$ cat config.mk
export PLATFORM = sky130hd
export DESIGN_NAME = tga_rle_truecolor_decoder
export DESIGN_NICKNAME = d
export VERILOG_FILES = /design/src/rtl/tgarle_pkg.sv /design/src/rtl/tgarle_fifo.sv /design/src/rtl/tgarle_front.sv /design/src/rtl/tgarle_back.sv /design/src/rtl/tga_rle_truecolor_decoder.sv
export SDC_FILE = /design/constraint.sdc
export NUM_CORES = 2
export LEC_CHECK = 0
export BUFFER_PORTS_ARGS = -buffer_cell sky130_fd_sc_hd__buf_4
export CAP_MARGIN = 20
export CORE_MARGIN = 1
export CORE_UTILIZATION = 55
export CTS_CLUSTER_DIAMETER = 200
export CTS_CLUSTER_SIZE = 30
export DETAILED_ROUTE_END_ITERATION = 8
export PLACE_DENSITY = 0.71
export SYNTH_ARGS = -nofsm -noshare
export SYNTH_HDL_FRONTEND = slang
export SYNTH_SLANG_ARGS = --single-unit
$ cat constraint.sdc
create_clock -name clk -period 18.2 [get_ports clk]
set_input_delay 1.82 -clock clk [delete_from_list [all_inputs] [get_ports clk]]
set_output_delay 1.82 -clock clk [all_outputs]
set_load 0.01 [all_outputs]
$ cat src/rtl/tgarle_pkg.sv
// Types and constants for the TGA RLE true-color decoder.
// Used by every module of the block; depends on nothing.
package tgarle_pkg;

  typedef struct packed {
    logic [7:0] data_byte;
    logic       frame_start;
  } in_t;

  typedef struct packed {
    logic [7:0] blue;
    logic [7:0] green;
    logic [7:0] red;
    logic [7:0] alpha;
    logic [1:0] copies;
    logic       last_of_run;
    logic       image_done;
  } out_t;

  // One finished pixel with the number of positions it fills.
  typedef struct packed {
    logic [7:0] blue;
    logic [7:0] green;
    logic [7:0] red;
    logic [7:0] alpha;
    logic [7:0] count;
    logic       done;
  } job_t;

  localparam int unsigned CFG_INDEX_W = 2;
  localparam int unsigned CFG_DATA_W  = 16;

  localparam logic [CFG_INDEX_W-1:0] REG_IMAGE_WIDTH     = 2'd0;
  localparam logic [CFG_INDEX_W-1:0] REG_IMAGE_HEIGHT    = 2'd1;
  localparam logic [CFG_INDEX_W-1:0] REG_ALPHA_IN_STREAM = 2'd2;

  localparam logic [15:0] RESET_WIDTH  = 16'd64;
  localparam logic [15:0] RESET_HEIGHT = 16'd64;
  localparam logic [31:0] RESET_TOTAL  = 32'd4096;

  localparam logic [23:0] KEY_COLOR    = 24'hFF00FF;
  localparam logic [7:0]  ALPHA_KEYED  = 8'h00;
  localparam logic [7:0]  ALPHA_OPAQUE = 8'hFF;

endpackage

$ cat src/rtl/tgarle_fifo.sv
// Small job queue between the parser front and the expander back.
// Depends on tgarle_pkg for the job type.
module tgarle_fifo #(
  parameter int unsigned DEPTH = 4
) (
  input  logic              clk,
  input  logic              rst,
  input  logic              wr_en,
  input  tgarle_pkg::job_t  wr_data,
  input  logic              rd_en,
  output tgarle_pkg::job_t  rd_data,
  output logic              full,
  output logic              empty
);

  localparam int unsigned PTR_W = (DEPTH > 1) ? $clog2(DEPTH) : 1;
  localparam int unsigned CNT_W = $clog2(DEPTH + 1);
  localparam logic [PTR_W-1:0] LAST_PTR = PTR_W'(DEPTH - 1);
  localparam logic [CNT_W-1:0] FULL_CNT = CNT_W'(DEPTH);

  tgarle_pkg::job_t mem [DEPTH];
  logic [PTR_W-1:0] wr_ptr;
  logic [PTR_W-1:0] rd_ptr;
  logic [CNT_W-1:0] count;

  assign full    = (count == FULL_CNT);
  assign empty   = (count == '0);
  assign rd_data = mem[rd_ptr];

  always_ff @(posedge clk) begin
    if (wr_en) begin
      mem[wr_ptr] <= wr_data;
    end
  end

  always_ff @(posedge clk) begin
    if (rst) begin
      wr_ptr <= '0;
      rd_ptr <= '0;
      count  <= '0;
    end else begin
      if (wr_en) begin
        wr_ptr <= (wr_ptr == LAST_PTR) ? '0 : wr_ptr + PTR_W'(1);
      end
      if (rd_en) begin
        rd_ptr <= (rd_ptr == LAST_PTR) ? '0 : rd_ptr + PTR_W'(1);
      end
      if (wr_en && !rd_en) begin
        count <= count + CNT_W'(1);
      end else if (rd_en && !wr_en) begin
        count <= count - CNT_W'(1);
      end
    end
  end

endmodule

$ cat src/rtl/tgarle_front.sv
// Byte parser: configuration, packet headers, pixel gathering, image count.
// Depends on tgarle_pkg; emits one job per finished pixel into the queue.
module tgarle_front (
  input  logic                                 clk,
  input  logic                                 rst,
  input  logic                                 push,
  input  tgarle_pkg::in_t                      item,
  input  logic                                 q_full,
  input  logic                                 cfg_we,
  input  logic [tgarle_pkg::CFG_INDEX_W-1:0]   cfg_index,
  input  logic [tgarle_pkg::CFG_DATA_W-1:0]    cfg_data,
  output logic                                 job_we,
  output tgarle_pkg::job_t                     job
);

  typedef enum logic [2:0] {
    PH_HEADER = 3'd0,
    PH_BLUE   = 3'd1,
    PH_GREEN  = 3'd2,
    PH_RED    = 3'd3,
    PH_ALPHA  = 3'd4
  } phase_t;

  logic [15:0] width;
  logic [15:0] height;
  logic        alpha_mode;
  logic [31:0] total;

  phase_t      phase, phase_next;
  logic        is_run, is_run_next;
  logic [7:0]  left, left_next;
  logic [23:0] color, color_next;
  logic [31:0] written, written_next;
  logic        done, done_next;

  phase_t      phase_w;
  logic        is_run_w;
  logic [7:0]  left_w;
  logic [31:0] written_w;
  logic        done_w;
  logic        accept;
  logic        finish;
  logic [7:0]  fin_alpha;
  logic [7:0]  n;
  logic [31:0] rem;
  logic [7:0]  m;
  logic        hit_end;

  assign accept = push && !q_full;

  always_comb begin
    phase_w   = phase;
    is_run_w  = is_run;
    left_w    = left;
    written_w = written;
    done_w    = done;
    color_next = color;
    if (accept && item.frame_start) begin
      phase_w    = PH_HEADER;
      is_run_w   = 1'b0;
      left_w     = '0;
      written_w  = '0;
      done_w     = 1'b0;
      color_next = '0;
    end
    phase_next   = phase_w;
    is_run_next  = is_run_w;
    left_next    = left_w;
    written_next = written_w;
    done_next    = done_w;
    finish       = 1'b0;
    fin_alpha    = item.data_byte;
    if (accept && !done_w && (written_w < total)) begin
      unique case (phase_w)
        PH_BLUE: begin
          color_next[7:0] = item.data_byte;
          phase_next      = PH_GREEN;
        end
        PH_GREEN: begin
          color_next[15:8] = item.data_byte;
          phase_next       = PH_RED;
        end
        PH_RED: begin
          color_next[23:16] = item.data_byte;
          if (alpha_mode) begin
            phase_next = PH_ALPHA;
          end else begin
            finish    = 1'b1;
            fin_alpha = (color_next == tgarle_pkg::KEY_COLOR) ?
                        tgarle_pkg::ALPHA_KEYED : tgarle_pkg::ALPHA_OPAQUE;
          end
        end
        PH_ALPHA: begin
          finish    = 1'b1;
          fin_alpha = item.data_byte;
        end
        default: begin
          is_run_next = item.data_byte[7];
          left_next   = {1'b0, item.data_byte[6:0]} + 8'd1;
          phase_next  = PH_BLUE;
        end
      endcase
    end
    n       = is_run_w ? left_w : 8'd1;
    rem     = total - written_w;
    hit_end = ({24'd0, n} >= rem);
    m       = hit_end ? rem[7:0] : n;
    if (finish) begin
      written_next = written_w + {24'd0, m};
      if (is_run_w) begin
        left_next  = '0;
        phase_next = PH_HEADER;
      end else begin
        left_next  = left_w - 8'd1;
        phase_next = (left_w == 8'd1) ? PH_HEADER : PH_BLUE;
      end
      if (hit_end) begin
        done_next  = 1'b1;
        left_next  = '0;
        phase_next = PH_HEADER;
      end
    end
  end

  assign job_we     = finish;
  assign job.blue   = color_next[7:0];
  assign job.green  = color_next[15:8];
  assign job.red    = color_next[23:16];
  assign job.alpha  = fin_alpha;
  assign job.count  = m;
  assign job.done   = hit_end;

  always_ff @(posedge clk) begin
    if (rst) begin
      width      <= tgarle_pkg::RESET_WIDTH;
      height     <= tgarle_pkg::RESET_HEIGHT;
      alpha_mode <= 1'b0;
      total      <= tgarle_pkg::RESET_TOTAL;
      phase      <= PH_HEADER;
      is_run     <= 1'b0;
      left       <= '0;
      color      <= '0;
      written    <= '0;
      done       <= 1'b0;
    end else begin
      if (cfg_we) begin
        unique case (cfg_index)
          tgarle_pkg::REG_IMAGE_WIDTH: begin
            width <= cfg_data;
            total <= 32'(cfg_data) * 32'(height);
          end
          tgarle_pkg::REG_IMAGE_HEIGHT: begin
            height <= cfg_data;
            total  <= 32'(width) * 32'(cfg_data);
          end
          tgarle_pkg::REG_ALPHA_IN_STREAM: begin
            alpha_mode <= cfg_data[0];
          end
          default: begin
          end
        endcase
      end
      phase   <= phase_next;
      is_run  <= is_run_next;
      left    <= left_next;
      color   <= color_next;
      written <= written_next;
      done    <= done_next;
    end
  end

endmodule

$ cat src/rtl/tgarle_back.sv
// Expander: turns each job into results of up to two copies each.
// Depends on tgarle_pkg; drives the registered result stage.
module tgarle_back (
  input  logic              clk,
  input  logic              rst,
  input  logic              q_valid,
  input  tgarle_pkg::job_t  q_job,
  output logic              q_pop,
  input  logic              pop,
  output logic              empty,
  output tgarle_pkg::out_t  result
);

  logic             out_valid;
  logic             busy;
  tgarle_pkg::job_t cur;
  logic [7:0]       rem;

  logic             advance;
  logic             src_valid;
  tgarle_pkg::job_t src_job;
  logic [7:0]       src_cnt;
  logic             fire;
  logic             last;

  always_comb begin
    advance   = !out_valid || pop;
    src_valid = busy || q_valid;
    src_job   = busy ? cur : q_job;
    src_cnt   = busy ? rem : q_job.count;
    fire      = advance && src_valid;
    last      = (src_cnt <= 8'd2);
    q_pop     = fire && !busy;
  end

  assign empty = !out_valid;

  always_ff @(posedge clk) begin
    if (rst) begin
      out_valid <= 1'b0;
      busy      <= 1'b0;
    end else begin
      if (advance) begin
        out_valid <= src_valid;
      end
      if (fire) begin
        busy <= !last;
      end
    end
  end

  always_ff @(posedge clk) begin
    if (fire) begin
      result.blue        <= src_job.blue;
      result.green       <= src_job.green;
      result.red         <= src_job.red;
      result.alpha       <= src_job.alpha;
      result.copies      <= (src_cnt >= 8'd2) ? 2'd2 : 2'd1;
      result.last_of_run <= last;
      result.image_done  <= last && src_job.done;
      cur                <= src_job;
      rem                <= src_cnt - 8'd2;
    end
  end

endmodule

$ cat src/rtl/tga_rle_truecolor_decoder.sv
// TGA RLE true-color decoder: one compressed byte in per beat, BGRA results out.
// A byte that finishes a pixel is written into the job queue, then registered in the expander's result stage.
// Throughput: one byte per cycle; a run of n pixels drains ceil(n/2) results, one
// per cycle from the expander while results are popped, and input stalls only when the job queue fills.
// Reset (rst, synchronous): 64x64 image, 24-bit mode, parser and queue clear, result stage empties.
module tga_rle_truecolor_decoder #(
  parameter int unsigned QUEUE_DEPTH = 4
) (
  input  logic                                clk,
  input  logic                                rst,
  input  logic                                push,
  output logic                                full,
  input  tgarle_pkg::in_t                     item,
  output logic                                empty,
  input  logic                                pop,
  output tgarle_pkg::out_t                    result,
  input  logic                                cfg_we,
  input  logic [tgarle_pkg::CFG_INDEX_W-1:0]  cfg_index,
  input  logic [tgarle_pkg::CFG_DATA_W-1:0]   cfg_data
);

  logic             job_we;
  tgarle_pkg::job_t job;
  tgarle_pkg::job_t q_job;
  logic             q_full;
  logic             q_empty;
  logic             q_pop;

  assign full = q_full;

  tgarle_front u_front (
    .clk       (clk),
    .rst       (rst),
    .push      (push),
    .item      (item),
    .q_full    (q_full),
    .cfg_we    (cfg_we),
    .cfg_index (cfg_index),
    .cfg_data  (cfg_data),
    .job_we    (job_we),
    .job       (job)
  );

  tgarle_fifo #(
    .DEPTH (QUEUE_DEPTH)
  ) u_fifo (
    .clk     (clk),
    .rst     (rst),
    .wr_en   (job_we),
    .wr_data (job),
    .rd_en   (q_pop),
    .rd_data (q_job),
    .full    (q_full),
    .empty   (q_empty)
  );

  tgarle_back u_back (
    .clk     (clk),
    .rst     (rst),
    .q_valid (!q_empty),
    .q_job   (q_job),
    .q_pop   (q_pop),
    .pop     (pop),
    .empty   (empty),
    .result  (result)
  );

endmodule

Yosys cells after proc, flatten, opt, wreduce, memory -nomap -nowiden
Memories as Yosys holds them, arrays and structs flattened. A register that Yosys moved wholly into a read port is not among the register bits.
Cells that the tools add are included.
{"block": "classes", "n_addsub": 9, "mul": 2, "order_cmp": 4, "eq_ne": 11, "n_mux": 48, "bitwise": 1, "reduce_logical": 29}
{"cell": "2-to-1 mux 8 bit", "n": 16}
{"cell": "multiplier 16 x 16 -> 32 bit", "n": 2}
{"cell": "2-to-1 mux 32 bit", "n": 2}
{"cell": "case mux 32 bit (2 select lines)", "n": 1}
{"cell": "2-to-1 mux 24 bit", "n": 2}
{"cell": "adder 32 x 8 -> 32 bit", "n": 1}
{"cell": ">= comparator 8 x 32 -> 1 bit", "n": 1}
{"cell": "less-than comparator 32 bit", "n": 1}
{"cell": "subtractor 32 bit", "n": 1}
{"cell": "== test 24 bit, second input constant", "n": 1}
{"cell": "2-to-1 mux 3 bit", "n": 8}
{"cell": "2-to-1 mux 1 bit", "n": 12}
{"cell": "case mux 3 bit (4 select lines)", "n": 1}
{"cell": "2-to-1 mux 2 bit", "n": 5}
{"cell": "AND reduction 2 bit", "n": 5}
{"cell": "logical AND 1 bit", "n": 9}
{"cell": "adder 7 x 1 -> 8 bit, second input constant", "n": 1}
{"cell": "== test 8 x 1 -> 1 bit, second input constant", "n": 1}
{"cell": ">= comparator 8 x 2 -> 1 bit, second input constant", "n": 1}
{"cell": "<= comparator 8 x 2 -> 1 bit, second input constant", "n": 1}
{"cell": "logical NOT 1 bit", "n": 8}
{"cell": "subtractor 8 x 1 -> 8 bit, second input constant", "n": 1}
{"cell": "subtractor 8 x 2 -> 8 bit, second input constant", "n": 1}
{"cell": "== test 2 bit, second input constant", "n": 3}
{"cell": "14 further kinds", "n": 19}
{"block": "word_totals", "register_bits": 188, "mem_bits_rw": 164, "input_bits": 32, "out_inout_bits": 38, "elab_cells": 129, "memories": 1}
{"memory": "u_fifo.mem", "depth": 4, "width": 41, "rd": 1, "rd_ports_with_merged_regs": 1, "wr": 1, "line": "tgarle_fifo.sv:21", "text": "tgarle_pkg::job_t mem [DEPTH];"}

Depth between registers and ports, before layout
{"block": "logic_depth", "depth_word": 13, "mapped_depth": 38, "ltp_nobuf": 31}

Modules after synthesis
Synthesis repeated with hierarchy kept, for this count alone.
{"block": "unflattened", "hier_cells": 3666, "hier_area_um2": 34491.8}
{"module": "tgarle_front", "n_inst": 1, "cells_per_inst": 3272, "area_per_inst_um2": 26038.7, "seq_area_each_um2": 2682.6}
{"module": "tgarle_fifo", "n_inst": 1, "cells_per_inst": 259, "area_per_inst_um2": 6407.4, "seq_area_each_um2": 5104.9}
{"module": "tgarle_back", "n_inst": 1, "cells_per_inst": 134, "area_per_inst_um2": 2042.0, "seq_area_each_um2": 1391.3}
{"module": "tga_rle_truecolor_decoder", "n_inst": 1, "cells_per_inst": 1, "area_per_inst_um2": 3.8, "seq_area_each_um2": 0.0}

Least setup slack after synthesis
No wires, ideal clock.
{"block": "synth_timing", "path_kind": "in2reg", "start": "input item[0] in the netlist's numbering", "end": "register u_front.written[31]", "setup_time_ns": 0.070, "arrival_ns": 9.392, "required_ns": 18.130, "setup_slack_ns": 8.737, "stages": 35, "path_buffers": 6, "path_cell_list": "nand3_1 clkbuf_1 clkbuf_1 clkbuf_1 buf_1 nand2_1 ha_1 a211oi_2 nor2_1 or3_1 xnor2_1 ha_1 nor2_1 a2111oi_0 o221ai_1 nor4b_1 o311ai_1 or4_1 nor4_2 nand4_1 or4_1 buf_6 buf_12 mux2i_1 ha_1 a21o_1 a21oi_1 o21bai_1 a21oi_1 o21bai_1 a21oi_1 o2bb2ai_1 nand4_1 or3b_2 a21oi_1"}
{"item": "from (decl)", "line": "tga_rle_truecolor_decoder.sv:13", "text": "input tgarle_pkg::in_t item,"}
{"item": "to (signal assigned)", "line": "tgarle_front.sv:167", "text": "written <= written_next;"}
{"item": "to (decl)", "line": "tgarle_front.sv:33", "text": "logic [31:0] written, written_next;"}

==> reports/results.ini <==
[timing]
hold_ws_ns=0.4691
final-setup-viol-count=0
fmax_mhz=106.1
worst_clock_skew_ns=0.02206
worstMarginPinSlew_ns=1.002
hold_violations=0
maxSlewViolCount=0
setup_tns_ns=0
rsz0062_at_grt=false
post-route-min-period_ns=9.426
maxSlewHeadroom=0.3308
fin_crit_sh=0.5179

[outcome]
status=finished clean

[setup_path]
crit_arrival_ns=9.90
worst_setup_path_start_kind=input port
worstPathRequired_ns=18.68
critical_path.max_fanout=79
cp-end-kind=flop
crit_type=in -> reg

[power]
p_total_mw=2.414
powerDensity_nw_per_um2=69.10
ir_drop_uv=59.01
p_leak_nw=15.50

[synth]
synth_fp_nets=4243
netlist_area_um2=33770
avgSynthCellArea_um2=9.514
synth_cell_types=81
synth_top_area_frac=0.2318
synth.area.top_cells=fa_1 (23%), edfxtp_1 (19%), ha_1 (10%), dfxtp_1 (8.6%), nand2_1 (6.7%)
yosysSeqAreaShare=0.2718
synthArstFlopShare=0
syn_inst=3550
synth_edf_count=209
synthFlopType=edfxtp_1
yosys_warnings=0
ys_seq_elements=354
synth_area_leader_cell=fa_1

[global_route]
grt_max_degree=80
grt_pass1_vias=24630
grt_usage=0.2585
grt_pass1_wl_um=129600
grt.overflow.total=0
antenna_found_initial=0

[placement]
portBuffers=69
routabilityCongestion=0.9225
dp_hpwl_um=58260
placedCellCount=4203

[routing]
wl_um=78950
drc=0
drt_iter0_markers=1415
routedWlPerCell_um=18.67
via_count=24220
dr.pass1.iters=5
ant_nets=0
viasPerCell=5.726

[cts]
clockBufferDepth=3
cts_setup_buffers=0
worstSkewPairLatency_ns=0.53
clk_pin_slew_ns=0.12
cts_resized=0
htreeDepth=1
cts_tree=built
cts_root_buf=clkbuf_16
cts_sinks=354
cts_hold_buf=0
cts_buffers=15

[final_layout]
area_growth_pct=3.408
fin_cells=4229
multi_input_area_um2=21750
drive_gt1_frac=0.05628
diodes=0
nNetsFinal=4132
register_area_um2=9181
nFillCells=5285

[hold_path]
hold_path_class=reg -> reg

[floorplan]
fp.dieW_um=249.8
start_util=0.5585
dieArea_um2=62410
die_h_um=249.8
ioPinCount=70
coreArea_um2=60470
fp-row-count=90

[flow_run]
cap_violations=0

## synthesized netlist by cell type (all sizes together) (23+ instances only)
library cell and number:
a211oi 30, a21o 34, a21oi 181, and2 188, buf 52, clkbuf 169, dfxtp 145, edfxtp 209
fa 391, ha 270, inv 506, mux4 41, nand2 605, nand3 57, nor2 141, nor3 31
o21ai 72, or3 23, xnor2 69, xor2 32
## cell families after synthesis
group | share of synthesized area
muxes | 0.03597
DFF | 0.2718
buffers and inverters | 0.08535
xor gates and xnor gates | 0.02619
and+or+nand+nor | 0.1629
adders and majority gates | 0.3318
AOI/OAI and AO/OA | 0.08609
## layer usage
metal | vias to the layer above | GRT usage | share of wire
met5 | - | 0 | 0
met4 | 0 | 0.06843 | 0.027
met1 | 12070 | 0.3487 | 0.43
met3 | 130 | 0.02107 | 0.054
met2 | 717 | 0.4489 | 0.48
li1 | 11300 | - | -
## registers in the layout (all words and copies together) (netlist names), 2 cells and up, named ones only
register	flops
u_front.width	16
u_fifo.mem	164
u_front.left	8
u_front.height	16
u_front.total	32
u_fifo.rd_ptr	2
u_fifo.wr_ptr	2
u_fifo.count	3
u_front.color	24
u_back.cur	33
u_back.rem	8
u_front.phase	3
u_front.written	32
u_back.result	4
## layout make-up
type / count / area share
Multi-Input combinational cell: 2469 / 0.6226
Timing Repair Buffer: 93 / 0.01999
Clock inverter: 2 / 0.0005015
Inverter: 506 / 0.05438
Tap cell: 782 / 0.02801
Sequential cell: 354 / 0.2629
Clock buffer: 23 / 0.01161
## final timing paths
check / slack [ns] / cells after the start / to / start
setup / recovery: 8.77 / 27 / u_front.written[30] / item[0]
hold / removal: 0.47 / 2 / u_front.done / u_front.done
setup reg to reg: 9.16 / 27 / u_front.written[30] / u_fifo.count[1]
hold reg to reg: 0.47 / 2 / u_front.done / u_front.done
## report_power, final
| group | internal (mW) | switching [mW] | total, mW |
|---|---|---|---|
| combinational | 0.423 | 0.592 | 1.01 |
| clock | 0.159 | 0.242 | 0.402 |
| sequential | 0.948 | 0.0489 | 0.997 |
## stage by stage
stage	setup WS [ns]	util	area (µm²)
after floorplan	8.737	-	33770
after global placement	8.439	0.5705	34500
after detailed placement	8.270	0.5705	34500
after CTS	8.853	0.5774	34920
after global routing	8.140	0.5776	34930
final	8.774	0.5776	34930
## worst max-delay path: stages
cell and delay, ns:
buf_4 0.12, nand3_4 0.15, buf_4 0.68, nand2_1 0.26, ha_1 0.55, nand2_1 0.11
o21ai_0 0.49, a211oi_1 0.19, a32o_1 0.25, a2111o_1 0.27, or4_1 0.54, nor4_2 0.15
nand4_1 0.14, or4_1 0.88, mux2i_1 0.49, ha_1 0.26, fa_1 0.22, a21o_1 0.12
a21oi_1 0.09, o21bai_1 0.15, a21oi_1 0.11, o21bai_1 0.15, a21oi_1 0.14, nor4_1 0.75
nand2_1 0.24, or4_1 0.45, nand2_1 0.07
## placed cells by master (no fill, tap or decap), drive strengths merged, types with 12 or more instances in the layout
cell    instances
fa            391
edfxtp        209
o21bai         17
nand3b         12
inv           507
nand4          22
clkbuf         24
nor3           31
or3            23
ha            270
nor2b          13
nand2         605
dfxtp         145
buf            92
o211ai         14
and2          188
a211oi         30
nand3          57
a311oi         12
nor2          141
xnor2          69
a21oi         181
nand2b         21
a21o           34
mux4           41
and3           16
mux2i          22
xor2           32
o21ai          72
Note: power is estimated with default switching activity, not from simulation.
